`config.mk`:
```
export PLATFORM = sky130hd
export DESIGN_NAME = event_dedup_history_unit
export DESIGN_NICKNAME = d
export VERILOG_FILES = /design/src/rtl/core/edh_pkg.sv /design/src/rtl/core/edh_history.sv /design/src/rtl/core/edh_match.sv /design/src/rtl/core/event_dedup_history_unit.sv
export SDC_FILE = /design/constraint.sdc
export NUM_CORES = 1
export LEC_CHECK = 0
export ABC_AREA = 1
export ABC_CLOCK_PERIOD_IN_PS = 8900
export BUFFER_PORTS_ARGS = -buffer_cell sky130_fd_sc_hd__buf_4
export CAP_MARGIN = 20
export CORE_UTILIZATION = 25
export DETAILED_ROUTE_END_ITERATION = 6
export PLACE_DENSITY_LB_ADDON = 0.3
export SYNTH_ARGS = -nofsm -noshare
export SYNTH_HDL_FRONTEND = slang
export SYNTH_SLANG_ARGS = --single-unit
```
`constraint.sdc`:
```
create_clock -name clk_i -period 8.9 [get_ports clk_i]
set_input_delay 0.89 -clock clk_i [delete_from_list [all_inputs] [get_ports clk_i]]
set_output_delay 0.89 -clock clk_i [all_outputs]
set_load 0.01 [all_outputs]
```
`src/rtl/core/edh_pkg.sv`:
```
// Shared types and constants of the event deduplication history block.
package edh_pkg;

  localparam int unsigned HISTORY_DEPTH = 16;
  localparam int unsigned SLOT_W = (HISTORY_DEPTH > 1) ? $clog2(HISTORY_DEPTH) : 1;
  localparam int unsigned IDX_W = $clog2(HISTORY_DEPTH + 1);

  localparam logic [15:0] HOLDOFF_RESET = 16'd300;  // five minutes of one-second ticks
  localparam logic [15:0] COUNT_MAX = 16'hFFFF;

  typedef enum logic [1:0] {
    ACT_TICK   = 2'd0,
    ACT_REPORT = 2'd1,
    ACT_CLEAR  = 2'd2,
    ACT_NONE   = 2'd3
  } edh_action_e;

  typedef struct packed {
    edh_action_e action;
    logic [7:0]  event_code;
  } edh_in_t;

  typedef struct packed {
    logic        recorded;
    logic        suppressed;
    logic [15:0] event_count;
    logic [7:0]  last_code;
    logic [31:0] tick_count;
  } edh_out_t;

  // One history entry as returned by the read port.
  typedef struct packed {
    logic        vld;
    logic [7:0]  code;
    logic [31:0] time_stamp;
  } edh_entry_t;

  typedef enum logic [2:0] {
    ST_IDLE = 3'b001,
    ST_SCAN = 3'b010,
    ST_OUT  = 3'b100
  } edh_state_e;

endpackage

```
`src/rtl/core/edh_history.sv`:
```
// History ring storage: code and time memory with per-entry valid flags.
module edh_history import edh_pkg::*; (
  input  logic              clk_i,
  input  logic              rst_ni,
  input  logic              clr_i,
  input  logic              wr_en_i,
  input  logic [SLOT_W-1:0] wr_addr_i,
  input  logic [7:0]        wr_code_i,
  input  logic [31:0]       wr_time_i,
  input  logic              rd_en_i,
  input  logic [SLOT_W-1:0] rd_addr_i,
  output edh_entry_t        rd_entry_o
);

  logic [7:0]              code_mem [HISTORY_DEPTH];
  logic [31:0]             time_mem [HISTORY_DEPTH];
  logic [HISTORY_DEPTH-1:0] vld_q;
  logic                    rd_vld_q;
  logic [7:0]              rd_code_q;
  logic [31:0]             rd_time_q;

  always_ff @(posedge clk_i) begin
    if (wr_en_i) begin
      code_mem[wr_addr_i] <= wr_code_i;
      time_mem[wr_addr_i] <= wr_time_i;
    end
    if (rd_en_i) begin
      rd_code_q <= code_mem[rd_addr_i];
      rd_time_q <= time_mem[rd_addr_i];
    end
  end

  always_ff @(posedge clk_i or negedge rst_ni) begin
    if (!rst_ni) begin
      vld_q    <= '0;
      rd_vld_q <= 1'b0;
    end else begin
      if (clr_i) begin
        vld_q <= '0;
      end else if (wr_en_i) begin
        vld_q[wr_addr_i] <= 1'b1;
      end
      if (rd_en_i) begin
        rd_vld_q <= vld_q[rd_addr_i];
      end
    end
  end

  assign rd_entry_o = '{vld: rd_vld_q, code: rd_code_q, time_stamp: rd_time_q};

endmodule

```
`src/rtl/core/edh_match.sv`:
```
// Shared compare unit: code equality and modular age test against the holdoff window.
module edh_match import edh_pkg::*; (
  input  edh_entry_t  entry_i,
  input  logic [7:0]  code_i,
  input  logic [31:0] now_i,
  input  logic [15:0] holdoff_i,
  output logic        hit_o
);

  logic [31:0] age;

  // modular difference stays correct across the counter wrap
  assign age   = now_i - entry_i.time_stamp;
  assign hit_o = entry_i.vld && (entry_i.code == code_i) && (age <= {16'd0, holdoff_i});

endmodule

```
`src/rtl/core/event_dedup_history_unit.sv`:
```
// Top level of the event deduplication history block.
// A tick transfer advances the 32-bit tick counter, a clear transfer empties the
// history and zeroes the event count, and a report transfer is checked against
// the HISTORY_DEPTH most recent recorded codes: a match whose age is within
// holdoff_q suppresses it, otherwise it is recorded at the ring pointer.
// Every transfer yields exactly one result. The input is stalled from an accepted
// transfer until its result is loaded into the output register. A report first
// reads the whole history, one entry per cycle through a single read port into
// one age comparator. The result waits in ST_OUT while the previous result
// still sits stalled in the output register. The output register lets a new
// transfer start while the previous result still waits downstream.
module event_dedup_history_unit import edh_pkg::*; (
  input  logic        clk_i,
  input  logic        rst_ni,
  input  logic        cfg_we_i,
  input  logic [15:0] cfg_wdata_i,
  input  logic        in_valid_i,
  output logic        in_stall_o,
  input  edh_in_t     in_data_i,
  output logic        out_valid_o,
  input  logic        out_stall_i,
  output edh_out_t    out_data_o
);

  edh_state_e        st_q, st_d;
  logic [15:0]       holdoff_q;
  logic [31:0]       iter_q, iter_d;
  logic [15:0]       cnt_q, cnt_d;
  logic [7:0]        newest_q, newest_d;
  logic [SLOT_W-1:0] slot_q, slot_d;
  logic [7:0]        code_q, code_d;
  logic [IDX_W-1:0]  rd_idx_q, rd_idx_d;
  logic              cmp_vld_q, cmp_vld_d;
  logic              hit_q, hit_d;
  logic              rec_q, rec_d;
  logic              sup_q, sup_d;
  logic              out_vld_q, out_vld_d;
  edh_out_t          out_q, out_d;

  logic       in_acc;
  logic       rd_en;
  logic       clr;
  logic       wr_en;
  logic       hit_now;
  logic       scan_last;
  edh_entry_t rd_entry;
  logic       match_hit;

  edh_history u_history (
    .clk_i      (clk_i),
    .rst_ni     (rst_ni),
    .clr_i      (clr),
    .wr_en_i    (wr_en),
    .wr_addr_i  (slot_q),
    .wr_code_i  (code_q),
    .wr_time_i  (iter_q),
    .rd_en_i    (rd_en),
    .rd_addr_i  (rd_idx_q[SLOT_W-1:0]),
    .rd_entry_o (rd_entry)
  );

  edh_match u_match (
    .entry_i   (rd_entry),
    .code_i    (code_q),
    .now_i     (iter_q),
    .holdoff_i (holdoff_q),
    .hit_o     (match_hit)
  );

  assign in_stall_o  = (st_q != ST_IDLE);
  assign in_acc      = in_valid_i && (st_q == ST_IDLE);
  assign rd_en       = (st_q == ST_SCAN) && (rd_idx_q != IDX_W'(HISTORY_DEPTH));
  assign hit_now     = cmp_vld_q && match_hit;
  assign scan_last   = (st_q == ST_SCAN) && (rd_idx_q == IDX_W'(HISTORY_DEPTH)) && cmp_vld_q;
  assign wr_en       = scan_last && !(hit_q || hit_now);
  assign clr         = in_acc && (in_data_i.action == ACT_CLEAR);
  assign out_valid_o = out_vld_q;
  assign out_data_o  = out_q;

  always_comb begin
    st_d      = st_q;
    iter_d    = iter_q;
    cnt_d     = cnt_q;
    newest_d  = newest_q;
    slot_d    = slot_q;
    code_d    = code_q;
    rd_idx_d  = rd_idx_q;
    cmp_vld_d = rd_en;
    hit_d     = hit_q;
    rec_d     = rec_q;
    sup_d     = sup_q;
    out_d     = out_q;
    // drop the held result once it transfers
    out_vld_d = out_vld_q && out_stall_i;

    unique case (st_q)
      ST_IDLE: begin
        if (in_acc) begin
          rec_d    = 1'b0;
          sup_d    = 1'b0;
          hit_d    = 1'b0;
          code_d   = in_data_i.event_code;
          rd_idx_d = '0;
          st_d     = ST_OUT;
          unique case (in_data_i.action)
            ACT_TICK:   iter_d = iter_q + 32'd1;
            ACT_REPORT: st_d = ST_SCAN;
            ACT_CLEAR: begin
              cnt_d  = '0;
              slot_d = '0;
            end
            ACT_NONE:   ;
          endcase
        end
      end
      ST_SCAN: begin
        hit_d = hit_q || hit_now;
        if (rd_en) begin
          rd_idx_d = rd_idx_q + IDX_W'(1);
        end
        if (scan_last) begin
          st_d = ST_OUT;
          if (hit_q || hit_now) begin
            sup_d = 1'b1;
          end else begin
            rec_d    = 1'b1;
            newest_d = code_q;
            slot_d   = (slot_q == SLOT_W'(HISTORY_DEPTH - 1)) ? '0 : slot_q + SLOT_W'(1);
            cnt_d    = (cnt_q == COUNT_MAX) ? cnt_q : cnt_q + 16'd1;
          end
        end
      end
      ST_OUT: begin
        if (!out_vld_q || !out_stall_i) begin
          out_d = '{recorded: rec_q, suppressed: sup_q, event_count: cnt_q,
                    last_code: newest_q, tick_count: iter_q};
          out_vld_d = 1'b1;
          st_d      = ST_IDLE;
        end
      end
      default: st_d = ST_IDLE;
    endcase
  end

  always_ff @(posedge clk_i or negedge rst_ni) begin
    if (!rst_ni) begin
      st_q      <= ST_IDLE;
      holdoff_q <= HOLDOFF_RESET;
      iter_q    <= '0;
      cnt_q     <= '0;
      newest_q  <= '0;
      slot_q    <= '0;
      rd_idx_q  <= '0;
      cmp_vld_q <= 1'b0;
      hit_q     <= 1'b0;
      rec_q     <= 1'b0;
      sup_q     <= 1'b0;
      out_vld_q <= 1'b0;
    end else begin
      st_q      <= st_d;
      iter_q    <= iter_d;
      cnt_q     <= cnt_d;
      newest_q  <= newest_d;
      slot_q    <= slot_d;
      rd_idx_q  <= rd_idx_d;
      cmp_vld_q <= cmp_vld_d;
      hit_q     <= hit_d;
      rec_q     <= rec_d;
      sup_q     <= sup_d;
      out_vld_q <= out_vld_d;
      if (cfg_we_i) begin
        holdoff_q <= cfg_wdata_i;
      end
    end
  end

  always_ff @(posedge clk_i) begin
    code_q <= code_d;
    out_q  <= out_d;
  end

  assert property (@(posedge clk_i) disable iff (!rst_ni)
    out_vld_q |-> !(out_q.recorded && out_q.suppressed))
    else $error("result both recorded and suppressed");

  assert property (@(posedge clk_i) disable iff (!rst_ni)
    scan_last |=> (st_q == ST_OUT) && (rec_q != sup_q))
    else $error("scan end did not decide the report");

  assert property (@(posedge clk_i) disable iff (!rst_ni)
    (st_q == ST_IDLE) |-> !cmp_vld_q)
    else $error("history read pending while idle");

  assert property (@(posedge clk_i) disable iff (!rst_ni)
    (cnt_q != $past(cnt_q)) && (cnt_q != $past(cnt_q) + 16'd1) |-> $past(clr))
    else $error("event count changed without record or clear");

endmodule
```
# [Word-level counts from Yosys, hierarchy flattened]
# Memories as Yosys holds them, arrays and structs flattened. A register that Yosys moved wholly into a read port is not among the register bits.
# Cells that the tools add are included.
[word_totals] reg_bits=172 ramBits=640 input_bits=31 out_inout_bits=60 word_cells=120 memories=2
[memory_table] name="u_history.time_mem" depth=16 width=32 rd=1 rd_clocked_by_memory_dff=1 write_ports=1 line_no="edh_history.sv:16" source="logic [31:0] time_mem [HISTORY_DEPTH];"
[memory_table] name="u_history.code_mem" depth=16 width=8 rd=1 rd_clocked_by_memory_dff=1 write_ports=1 line_no="edh_history.sv:15" source="logic [7:0] code_mem [HISTORY_DEPTH];"
[op_classes] add_sub_neg=5 n_lt_le_gt_ge=4 n_eq_ne=19 muxes=38 bitwise_logic=2 reduce_logical=30
[op_table] operator="2-to-1 mux 16 bit" count=7
[op_table] operator="adder 32 x 1 -> 32 bit (second input constant)" count=1
[op_table] operator="less-or-equal comparator 32 x 16 -> 1 bit" count=1
[op_table] operator="one-hot mux 16 bit (2 select lines)" count=1
[op_table] operator="subtractor 32 bit" count=1
[op_table] operator="2-to-1 mux 4 bit" count=5
[op_table] operator="adder 16 x 1 -> 16 bit (second input constant)" count=1
[op_table] operator="equality test 16 bit (second input constant)" count=1
[op_table] operator="bitwise OR 16 bit" count=1
[op_table] operator="2-to-1 mux 3 bit" count=4
[op_table] operator="!= test 2 bit (second input constant)" count=6
[op_table] operator="AND reduction 3 bit" count=4
[op_table] operator="logical AND 1 bit" count=11
[op_table] operator="2-to-1 mux 1 bit" count=11
[op_table] operator="< comparator 4 x 5 -> 1 bit (second input constant)" count=2
[op_table] operator="2-to-1 mux 5 bit" count=2
[op_table] operator="one-hot mux 5 bit (2 select lines)" count=1
[op_table] operator="one-hot mux 3 bit (3 select lines)" count=1
[op_table] operator="equality test 8 bit" count=1
[op_table] operator="one-hot mux 4 bit (2 select lines)" count=1
[op_table] operator="AND reduction 4 bit" count=2
[op_table] operator="one-hot mux 1 bit (2 select lines)" count=3
[op_table] operator="AND reduction 2 bit" count=3
[op_table] operator="AND reduction 6 bit" count=1
[op_table] operator="other kinds (21)" count=26

# [Longest topological paths before layout]
# Gate-level depths: netlist of run 1.
[logic_depth] ltp_word=9 ltp_mapped=26 depth_no_buf=25

# [Cells and area by module]
# Synthesis of run 1 repeated with hierarchy kept, for this count alone.
[unflattened] cells_unflattened=3305 hier_area_um2=37018.0
[modules_own_cells] module="edh_history" instances=1 cells_each=2019 area_each_um2=27143.5 seq_area_each_um2=20845.0
[modules_own_cells] module="event_dedup_history_unit" instances=1 cells_each=643 area_each_um2=6693.9 seq_area_each_um2=4215.3
[modules_own_cells] module="edh_match" instances=1 cells_each=643 area_each_um2=3180.6 seq_area_each_um2=0.0

# [Worst setup path before layout of run 1]
# OpenSTA, ideal clock, no wires.
[synth_timing] path_type="register to register" startpoint="reg iter_q[0]" endpoint="mem u_history.code_mem[0][0], enable pin" setup_time_ns=0.487 arrival_time_ns=5.864 t_required_ns=8.413 path_slack_ns=2.549 stages_incl_launch_ff=24 path_buffers=1 period_less_slack_ns=6.351 cell_sequence="dfrtp_1 > inv_1 > ha_1 > fa_1 > inv_1 > nand2_1 > nand2_1 > nand3_1 > nand2_2 > nand2_1 > nand2_1 > xor2_1 > ha_1 > nand2_1 > nor2_1 > nor3b_1 > a21oi_1 > nor2_1 > nand3_1 > nor2_1 > nand2_2 > nand3_1 > buf_2 > nor3_1"
[synth_via] elab_chain_cells=9
[synth_rtl] element="start, declared" line_no="event_dedup_history_unit.sv:27" source="logic [31:0] iter_q, iter_d;"
[synth_rtl] element="start signal, assigned" line_no="event_dedup_history_unit.sv:161" source="iter_q <= iter_d;"
[synth_rtl] element="subtractor 32 bit" line_no="edh_match.sv:13" source="assign age = now_i - entry_i.time_stamp;"
[synth_rtl] element="less-or-equal comparator 32 x 16 -> 1 bit" line_no="edh_match.sv:14" source="assign hit_o = entry_i.vld && (entry_i.code == code_i) && (age <= {16'd0, holdoff_i});"
[synth_rtl] element="logical AND 1 bit" line_no="edh_match.sv:14"
[synth_rtl] element="logical AND 1 bit" line_no="event_dedup_history_unit.sv:73" source="assign hit_now = cmp_vld_q && match_hit;"
[synth_rtl] element="logical OR 1 bit" line_no="event_dedup_history_unit.sv:75" source="assign wr_en = scan_last && !(hit_q || hit_now);"
[synth_rtl] element="logical NOT 1 bit" line_no="event_dedup_history_unit.sv:75"
[synth_rtl] element="logical AND 1 bit" line_no="event_dedup_history_unit.sv:75"
[synth_rtl] element="2-to-1 mux 1 bit" line_no="edh_history.sv:23" source="if (wr_en_i) begin"
[synth_rtl] element="2-to-1 mux 1 bit (not written as such)" line_no="edh_history.sv:24" source="code_mem[wr_addr_i] <= wr_code_i;"
[synth_rtl] element="end, declared" line_no="edh_history.sv:15"
# Every way passes these cells.

# [Final worst setup path of run 1]
[layout_timing] startpoint="reg iter_q[0]" endpoint="mem u_history.time_mem[1][2], enable pin"
[layout_via] elab_chain_cells=9
[layout_rtl] element="subtractor 32 bit" line_no="edh_match.sv:13"
[layout_rtl] element="less-or-equal comparator 32 x 16 -> 1 bit" line_no="edh_match.sv:14"
[layout_rtl] element="logical AND 1 bit" line_no="edh_match.sv:14"
[layout_rtl] element="logical AND 1 bit" line_no="event_dedup_history_unit.sv:73"
[layout_rtl] element="logical OR 1 bit" line_no="event_dedup_history_unit.sv:75"
[layout_rtl] element="logical NOT 1 bit" line_no="event_dedup_history_unit.sv:75"
[layout_rtl] element="logical AND 1 bit" line_no="event_dedup_history_unit.sv:75"
[layout_rtl] element="2-to-1 mux 1 bit" line_no="edh_history.sv:23"
[layout_rtl] element="2-to-1 mux 1 bit (not written as such)" line_no="edh_history.sv:25" source="time_mem[wr_addr_i] <= wr_time_i;"
[layout_rtl] element="end, declared" line_no="edh_history.sv:16"
# Every way passes these cells.

==> results of run 1 <==
## per-stage QoR
step           total power, mW  instance area (sq um)  hold slack [ps]  instances
5_1_grt                   11.9                  42300              297       5231
4_1_cts                   11.4                  42300              261       5231
6_report                  11.3                  42300              277       5231
3_3_place_gp              7.52                  39200              443       5058
2_1_floorplan             6.64                  36200              425       3148
3_5_place_dp              7.53                  39200              442       5058
## per-layer routing
layer | track usage (%) | up-vias | share of wire, %
met2 | 21.1 | 518 | 45
met5 | 0 | - | 0
li1 | - | 11200 | -
met3 | 2.18 | 128 | 4.9
met4 | 3.29 | 0 | 2.0
met1 | 18.9 | 11600 | 48
## final cells by class
| cell class | instances | area [sq um] | share of cell area (%) |
|---|---|---|---|
| Clock buffer | 120 | 2530 | 5.98 |
| Inverter | 243 | 922 | 2.18 |
| Tap cell | 1903 | 2380 | 5.63 |
| Sequential cell | 852 | 25100 | 59.3 |
| Clock inverter | 53 | 537 | 1.27 |
| Multi-Input combinational cell | 1912 | 9740 | 23.0 |
| Timing Repair Buffer | 148 | 1120 | 2.66 |
## critical path, cell delays in order (launching register included)
cell and delay (ps):
dfrtp_1 700, inv_1 180, ha_1 270, fa_1 410
inv_1 130, nand2_1 60, nand2_1 70, nand3_1 90
nand2_2 100, nand2_1 50, nand2_1 90, xor2_1 180
ha_1 260, nand2_1 90, nor2_1 50, nor3b_1 130
a21oi_1 130, nor2_1 70, nand3_1 70, nor2_1 50
nand2_2 190, nand3_1 100, buf_4 270, nor3_2 200
buf_4 590
## how the worst max path moves through the flow
| stage | endpoint | slack (ps) | cells past startpoint |
|---|---|---|---|
| after global placement | u_history.time_mem[1][16] | 3980 | 24 |
| final | u_history.time_mem[1][2] | 3920 | 24 |
| after CTS | u_history.time_mem[1][2] | 3910 | 24 |
| after floorplan | u_history.code_mem[0][0] | 2550 | 23 |
| after detailed placement | u_history.time_mem[1][16] | 3960 | 24 |
| after global routing | u_history.time_mem[12][1] | 3600 | 24 |
## power breakdown
part           switching [mW]  total [mW]  internal [mW]
clock network            1.61        3.86           2.25
logic                    1.74        2.57          0.830
registers               0.238        4.84           4.60
total                    3.59        11.3           7.68
## cell usage in the layout (no fill, tap or decap), types with 8 or more instances in the layout
cell	netlist	final
nand2_1	555	555
bufinv_16	0	8
xnor2_1	16	16
nand4_1	69	69
inv_1	241	238
o21ai_0	365	365
a21oi_1	48	48
nand2_2	11	11
clkbuf_8	0	8
ha_1	55	55
nor2_1	419	414
o21bai_1	10	10
edfxtp_1	746	746
clkbuf_1	121	18
dfrtp_1	101	99
nor3_1	34	18
nand3_1	57	57
nor2_4	6	11
clkinv_1	0	15
clkbuf_16	0	94
buf_4	0	147
nor3_2	5	21
clkinv_2	0	17
o22ai_1	161	161
xor2_1	48	48
## sequential cells by signal, summed over array words and instances (netlist names), 8 cells and up
register	cells
u_history.code_mem	128
holdoff_q	16
out_data_o	58
u_history.time_mem	512
cnt_q	16
code_q	8
u_history.vld_q	16
u_history.rd_time_q	32
newest_q	8
iter_q	32
u_history.rd_code_q	8
## logic make-up (layout without fill, tap and decap cells)
| group | after synthesis | count (layout) | share of synthesized area (%) |
|---|---|---|---|
| compound gates | 592 | 592 | 8.86 |
| xor+xnor | 64 | 64 | 1.55 |
| fa+ha+maj | 56 | 56 | 1.96 |
| buf+inv | 384 | 564 | 4.07 |
| flops | 852 | 852 | 69.3 |
| mux | 1 | 1 | 0.0311 |
| simple gates | 1199 | 1199 | 14.2 |
==> results.toml, run 1 <==
[placed_design]
dp_hpwl_um = 57500
gp_congestion = 0.880
place_ws_ps = 3960
io_buffers = 90

[pwr]
power.leakage_nw = 15.2
power.density_nw_per_um2 = 266
ir_worst_vdd_v = 0.000198

[yosys]
synth_edf_count = 746
yosysMostFrequentCell = "edfxtp_1"
yosys_warnings = 0
ys_ff_latch = 852
syn_avg_cell_area_sq_um = 11.5
synth_commonest_cells = "edfxtp_1 (746), nand2_1 (555), nor2_1 (419)"
yosysTopAreaCell = "edfxtp_1"
ys_types = 48
syn_nets = 3235
netlist.area_leader.share_pct = 62.0
synth_flop_cell = "edfxtp_1"
syn_area_sq_um = 36200
synth_area_leaders = "edfxtp_1 (62%), dfrtp_1 (7.0%), nand2_1 (5.8%), o21ai_0 (5.1%), nor2_1 (4.3%)"
synthArstFlopShare_pct = 12.4
ys_seq_area_share_pct = 69.3
synthCells = 3148

[setup_path]
startpoint_type = "flop"
r2r-end = "u_history.time_mem[1][2]"
criticalPathCategory = "reg -> reg"
r2r_cells = 24
crit_start = "iter_q[0]"
worstPathRequired_ps = 9170
cp-end-kind = "flop"
crit_arrival_ps = 5250
crit_path_max_fanout = 32
reg2reg_from = "iter_q[0]"
rrSetupSlack_ps = 3920

[timing]
max_clock_freq_ghz = 0.201
fin_ws_ps = 3920
tightest_slew_ps = 1270
drv_slew = 0
setup_viol = 0
timing.final.crit_share_pct = 56.0
period_needed_ps = 4980
relSlewSlack_pct = 15.5
tns_ps = 0
skew_ps = 43.6
hold_viol_final = 0
grt_setup_unrepaired = "no"

[drt]
postRouteAntennaNets = 0
via_count = 23500
post-route-drc-count = 0
wl_um = 98100
vias_per_cell = 4.49
wl_per_cell_um = 18.8
drtIter0Drc = 1767
dr.pass1.iters = 5

[run_status]
outcome = "finished, final reports clean"

[global_route]
grt_max_degree = 199
track_usage_pct = 13.3
grt_pass1_vias = 23500
antenna_found_initial = 2
grt_overflow_total = 0
grt_first_pass_wirelength_um = 149000

[clocking]
cts_buffers = 92
cts_root_buffer = "clkbuf_16"
cts_resized = 0
clkSlewWorstSetupHoldPaths_ps = 60
clkLatencyLatePin_ps = 670
post_cts.repair.setup_buffers = 0
clk_path_buf_depth = 3
cts.sinks = 852
htreeDepth = 3
cts_hold_buf = 0
cts_tree = "done"

[hold_path]
min_path_type = "in -> async"

[die]
core_sq_um = 143000
num_rows = 139
die_y_um = 382
initial_utilization_pct = 25.2
die_x_um = 382
ios = 91
die-area_sq_um = 146000

[final_layout]
syn_to_final_growth_pct = 17.0
num_antenna_cells = 0
drive_gt1_share_pct = 10.9
n_fill_cell = 14700
nets = 3336
utilization_pct = 29.5

[run]
maxCapViolations = 0
Power figures use the tool's default switching activity.
==> inputs of run 2 (changes only) <==
- ABC_CLOCK_PERIOD_IN_PS: 8900 -> 4200
- clock period: 8.9 -> 4.2 ns (I/O delays scaled with it)
==> results.toml, run 2 (same netlist as run 1, synthesis figures left out) <==
[pwr]
combinationalPowerShare_pct = 26.4
power.total_mw = 25.3
ir_worst_vdd_v = 0.000414
swShare_pct = 33.9
p_int_mw = 16.7
power.density_nw_per_um2 = 581
p_sw_mw = 8.60
power.leakage_nw = 15.9
seq_power_share_pct = 39.2
clockPowerShare_pct = 34.4

[setup_path]
worstPathRequired_ps = 4610
path_delay_family = "simple AND/OR/NAND/NOR gates"
crit_buf_inv = 4
criticalPathCategory = "reg -> reg"
cp-end-kind = "flop"
startpoint_type = "flop"
r2r_cells = 24
reg2reg_from = "u_history.rd_time_q[0]"
cp_common_cell = "nand2_1"
r2r-end = "u_history.time_mem[7][9]"
slowest_delay_ps = 420
crit_arrival_ps = 4330
slowest_stage = "edfxtp_1"
crit_chain = "ha_4 -> fa_2 -> inv_2 -> nand2_1 -> nand2_1 -> nand3_1 -> nand2_2 -> nand2_1 -> nand2_1 -> xor2_2 -> ha_1 -> nand2_1 -> nor2_1 -> nor3b_1 -> a21oi_1 -> nor2_1 -> nand3_1 -> nor2_1 -> nand2_2 -> nand3_4 -> buf_12 -> nor3_4 -> buf_4 -> buf_12"
crit_path_max_fanout = 20
rrSetupSlack_ps = 280

[global_route]
grt_pass1_vias = 23600
grt_first_pass_wirelength_um = 161000
track_usage_pct = 14.7
grt_overflow_total = 0
grt_max_degree = 170
antenna_found_initial = 4

[drt]
drtIter0Drc = 2457
wl_um = 110000
post-route-drc-count = 0
dr.pass1.iters = 7
vias_per_cell = 4.60
via_count = 24400
postRouteAntennaNets = 0
wl_per_cell_um = 20.7

[clocking]
cts_tree = "done"
cts_buffers = 93
clkLatencyLatePin_ps = 740
clk_path_buf_depth = 3
cts_root_buffer = "clkbuf_16"
htreeDepth = 3
cts.sinks = 852
clkSlewWorstSetupHoldPaths_ps = 60

[die]
initial_utilization_pct = 25.2
core_sq_um = 143000
num_rows = 139
die-area_sq_um = 146000
die_y_um = 382
ios = 91
die_x_um = 382

[final_layout]
syn_to_final_growth_pct = 20.6
num_antenna_cells = 0
nets = 3407
layout_common_cells = "edfxtp_1 (746), nand2_1 (555), nor2_1 (414), o21ai_0 (365), inv_1 (236)"
utilization_pct = 30.4
drive_gt1_share_pct = 12.7
multi_input_area_sq_um = 9880
n_fill_cell = 14600
seqCellArea_sq_um = 25100
regMostFlops = "u_history.time_mem"
final_common_cell = "edfxtp_1"
layout.cells.non_filler = 5302
largest_reg_flops = 512

[placed_design]
place_ws_ps = 115
io_buffers = 90
gp_congestion = 0.842
dp_hpwl_um = 68400
placed_cells = 5097

[timing]
grt_setup_unrepaired = "no"
tightest_slew_ps = 1090
timing.final.crit_share_pct = 93.3
fin_ws_ps = 281
hold_ws_ps = 57.8
drv_slew = 0
setup_viol = 0
period_needed_ps = 3920
relSlewSlack_pct = 27.2
skew_ps = 76.2
max_clock_freq_ghz = 0.255
hold_viol_final = 0

[run]
maxCapViolations = 0

[run_status]
outcome = "finished, final reports clean"

[hold_path]
holdCritStartpoint = "in_valid_i"
hold_depth = 4
min_to = "st_q[0]"
min_path_type = "in -> reg"
-- run 2: cell types whose count changed in the layout (fill, tap and decap cells not counted), sizes merged --
| cell | before | now |
|---|---|---|
| clkbuf | 120 | 110 |
| clkinvlp | 5 | 6 |
| inv | 248 | 246 |
| dlygate4sd3 | 0 | 25 |
| clkinv | 35 | 42 |
| bufinv | 8 | 15 |
| buf | 148 | 191 |
-- run 2: metrics by stage --
step	area, sq um	TNS [ps]
6_report	43600	0
3_5_place_dp	40000	0
3_3_place_gp	40000	0
2_1_floorplan	36400	-25450
4_1_cts	43500	0
5_1_grt	43600	0
-- run 2: layout make-up --
cell class,instances,share of cell area [%]
Tap cell,1903,5.46
Sequential cell,852,57.5
Inverter,243,2.11
Timing Repair Buffer,218,4.79
Multi-Input combinational cell,1912,22.6
Clock inverter,66,1.98
Clock buffer,108,5.53
-- run 2: what timing repair did --
item                       in CTS  in global routing
setup endpoints to repair       0                 99
hold buffers                   25                  0
hold endpoints to repair       92                  0
gates resized for setup         0                  1
buffers inserted                0                  4
-- run 2: worst max path at each step --
stage,startpoint,endpoint,cells after the start
2_1_floorplan,iter_q[0],u_history.code_mem[11][0],23
6_report,u_history.rd_time_q[0],u_history.time_mem[7][9],24
3_3_place_gp,u_history.rd_time_q[0],u_history.time_mem[11][14],23
4_1_cts,u_history.rd_time_q[0],u_history.time_mem[11][8],23
3_5_place_dp,u_history.rd_time_q[0],u_history.time_mem[11][14],23
5_1_grt,u_history.rd_time_q[0],u_history.time_mem[7][4],24
-- run 2: power groups by stage --
stage | combinational (mW) | sequential [mW] | clock (mW)
3_3_place_gp | 6.71 | 10.1 | 0
6_report | 6.69 | 9.93 | 8.73
5_1_grt | 7.36 | 9.96 | 9.23
3_5_place_dp | 6.71 | 10.1 | 0
2_1_floorplan | 3.91 | 10.2 | 0
4_1_cts | 6.75 | 9.94 | 8.93
-- run 2: worst register-to-register path, cell delays in order (launching register included) --
cell,delay (ps)
edfxtp_1,420
ha_4,190
fa_2,380
inv_2,100
nand2_1,50
nand2_1,70
nand3_1,80
nand2_2,110
nand2_1,60
nand2_1,130
xor2_2,180
ha_1,260
nand2_1,80
nor2_1,50
nor3b_1,130
a21oi_1,170
nor2_1,60
nand3_1,80
nor2_1,50
nand2_2,80
nand3_4,140
buf_12,220
nor3_4,210
buf_4,160
buf_12,180
-- run 2: routing by layer --
layer,global-route usage [%],vias up,part of all wire (%)
li1,-,11400,-
met1,21.4,12100,47
met2,22.8,709,45
met3,2.68,126,6.2
met4,3.24,4,1.8
met5,0,-,0.036
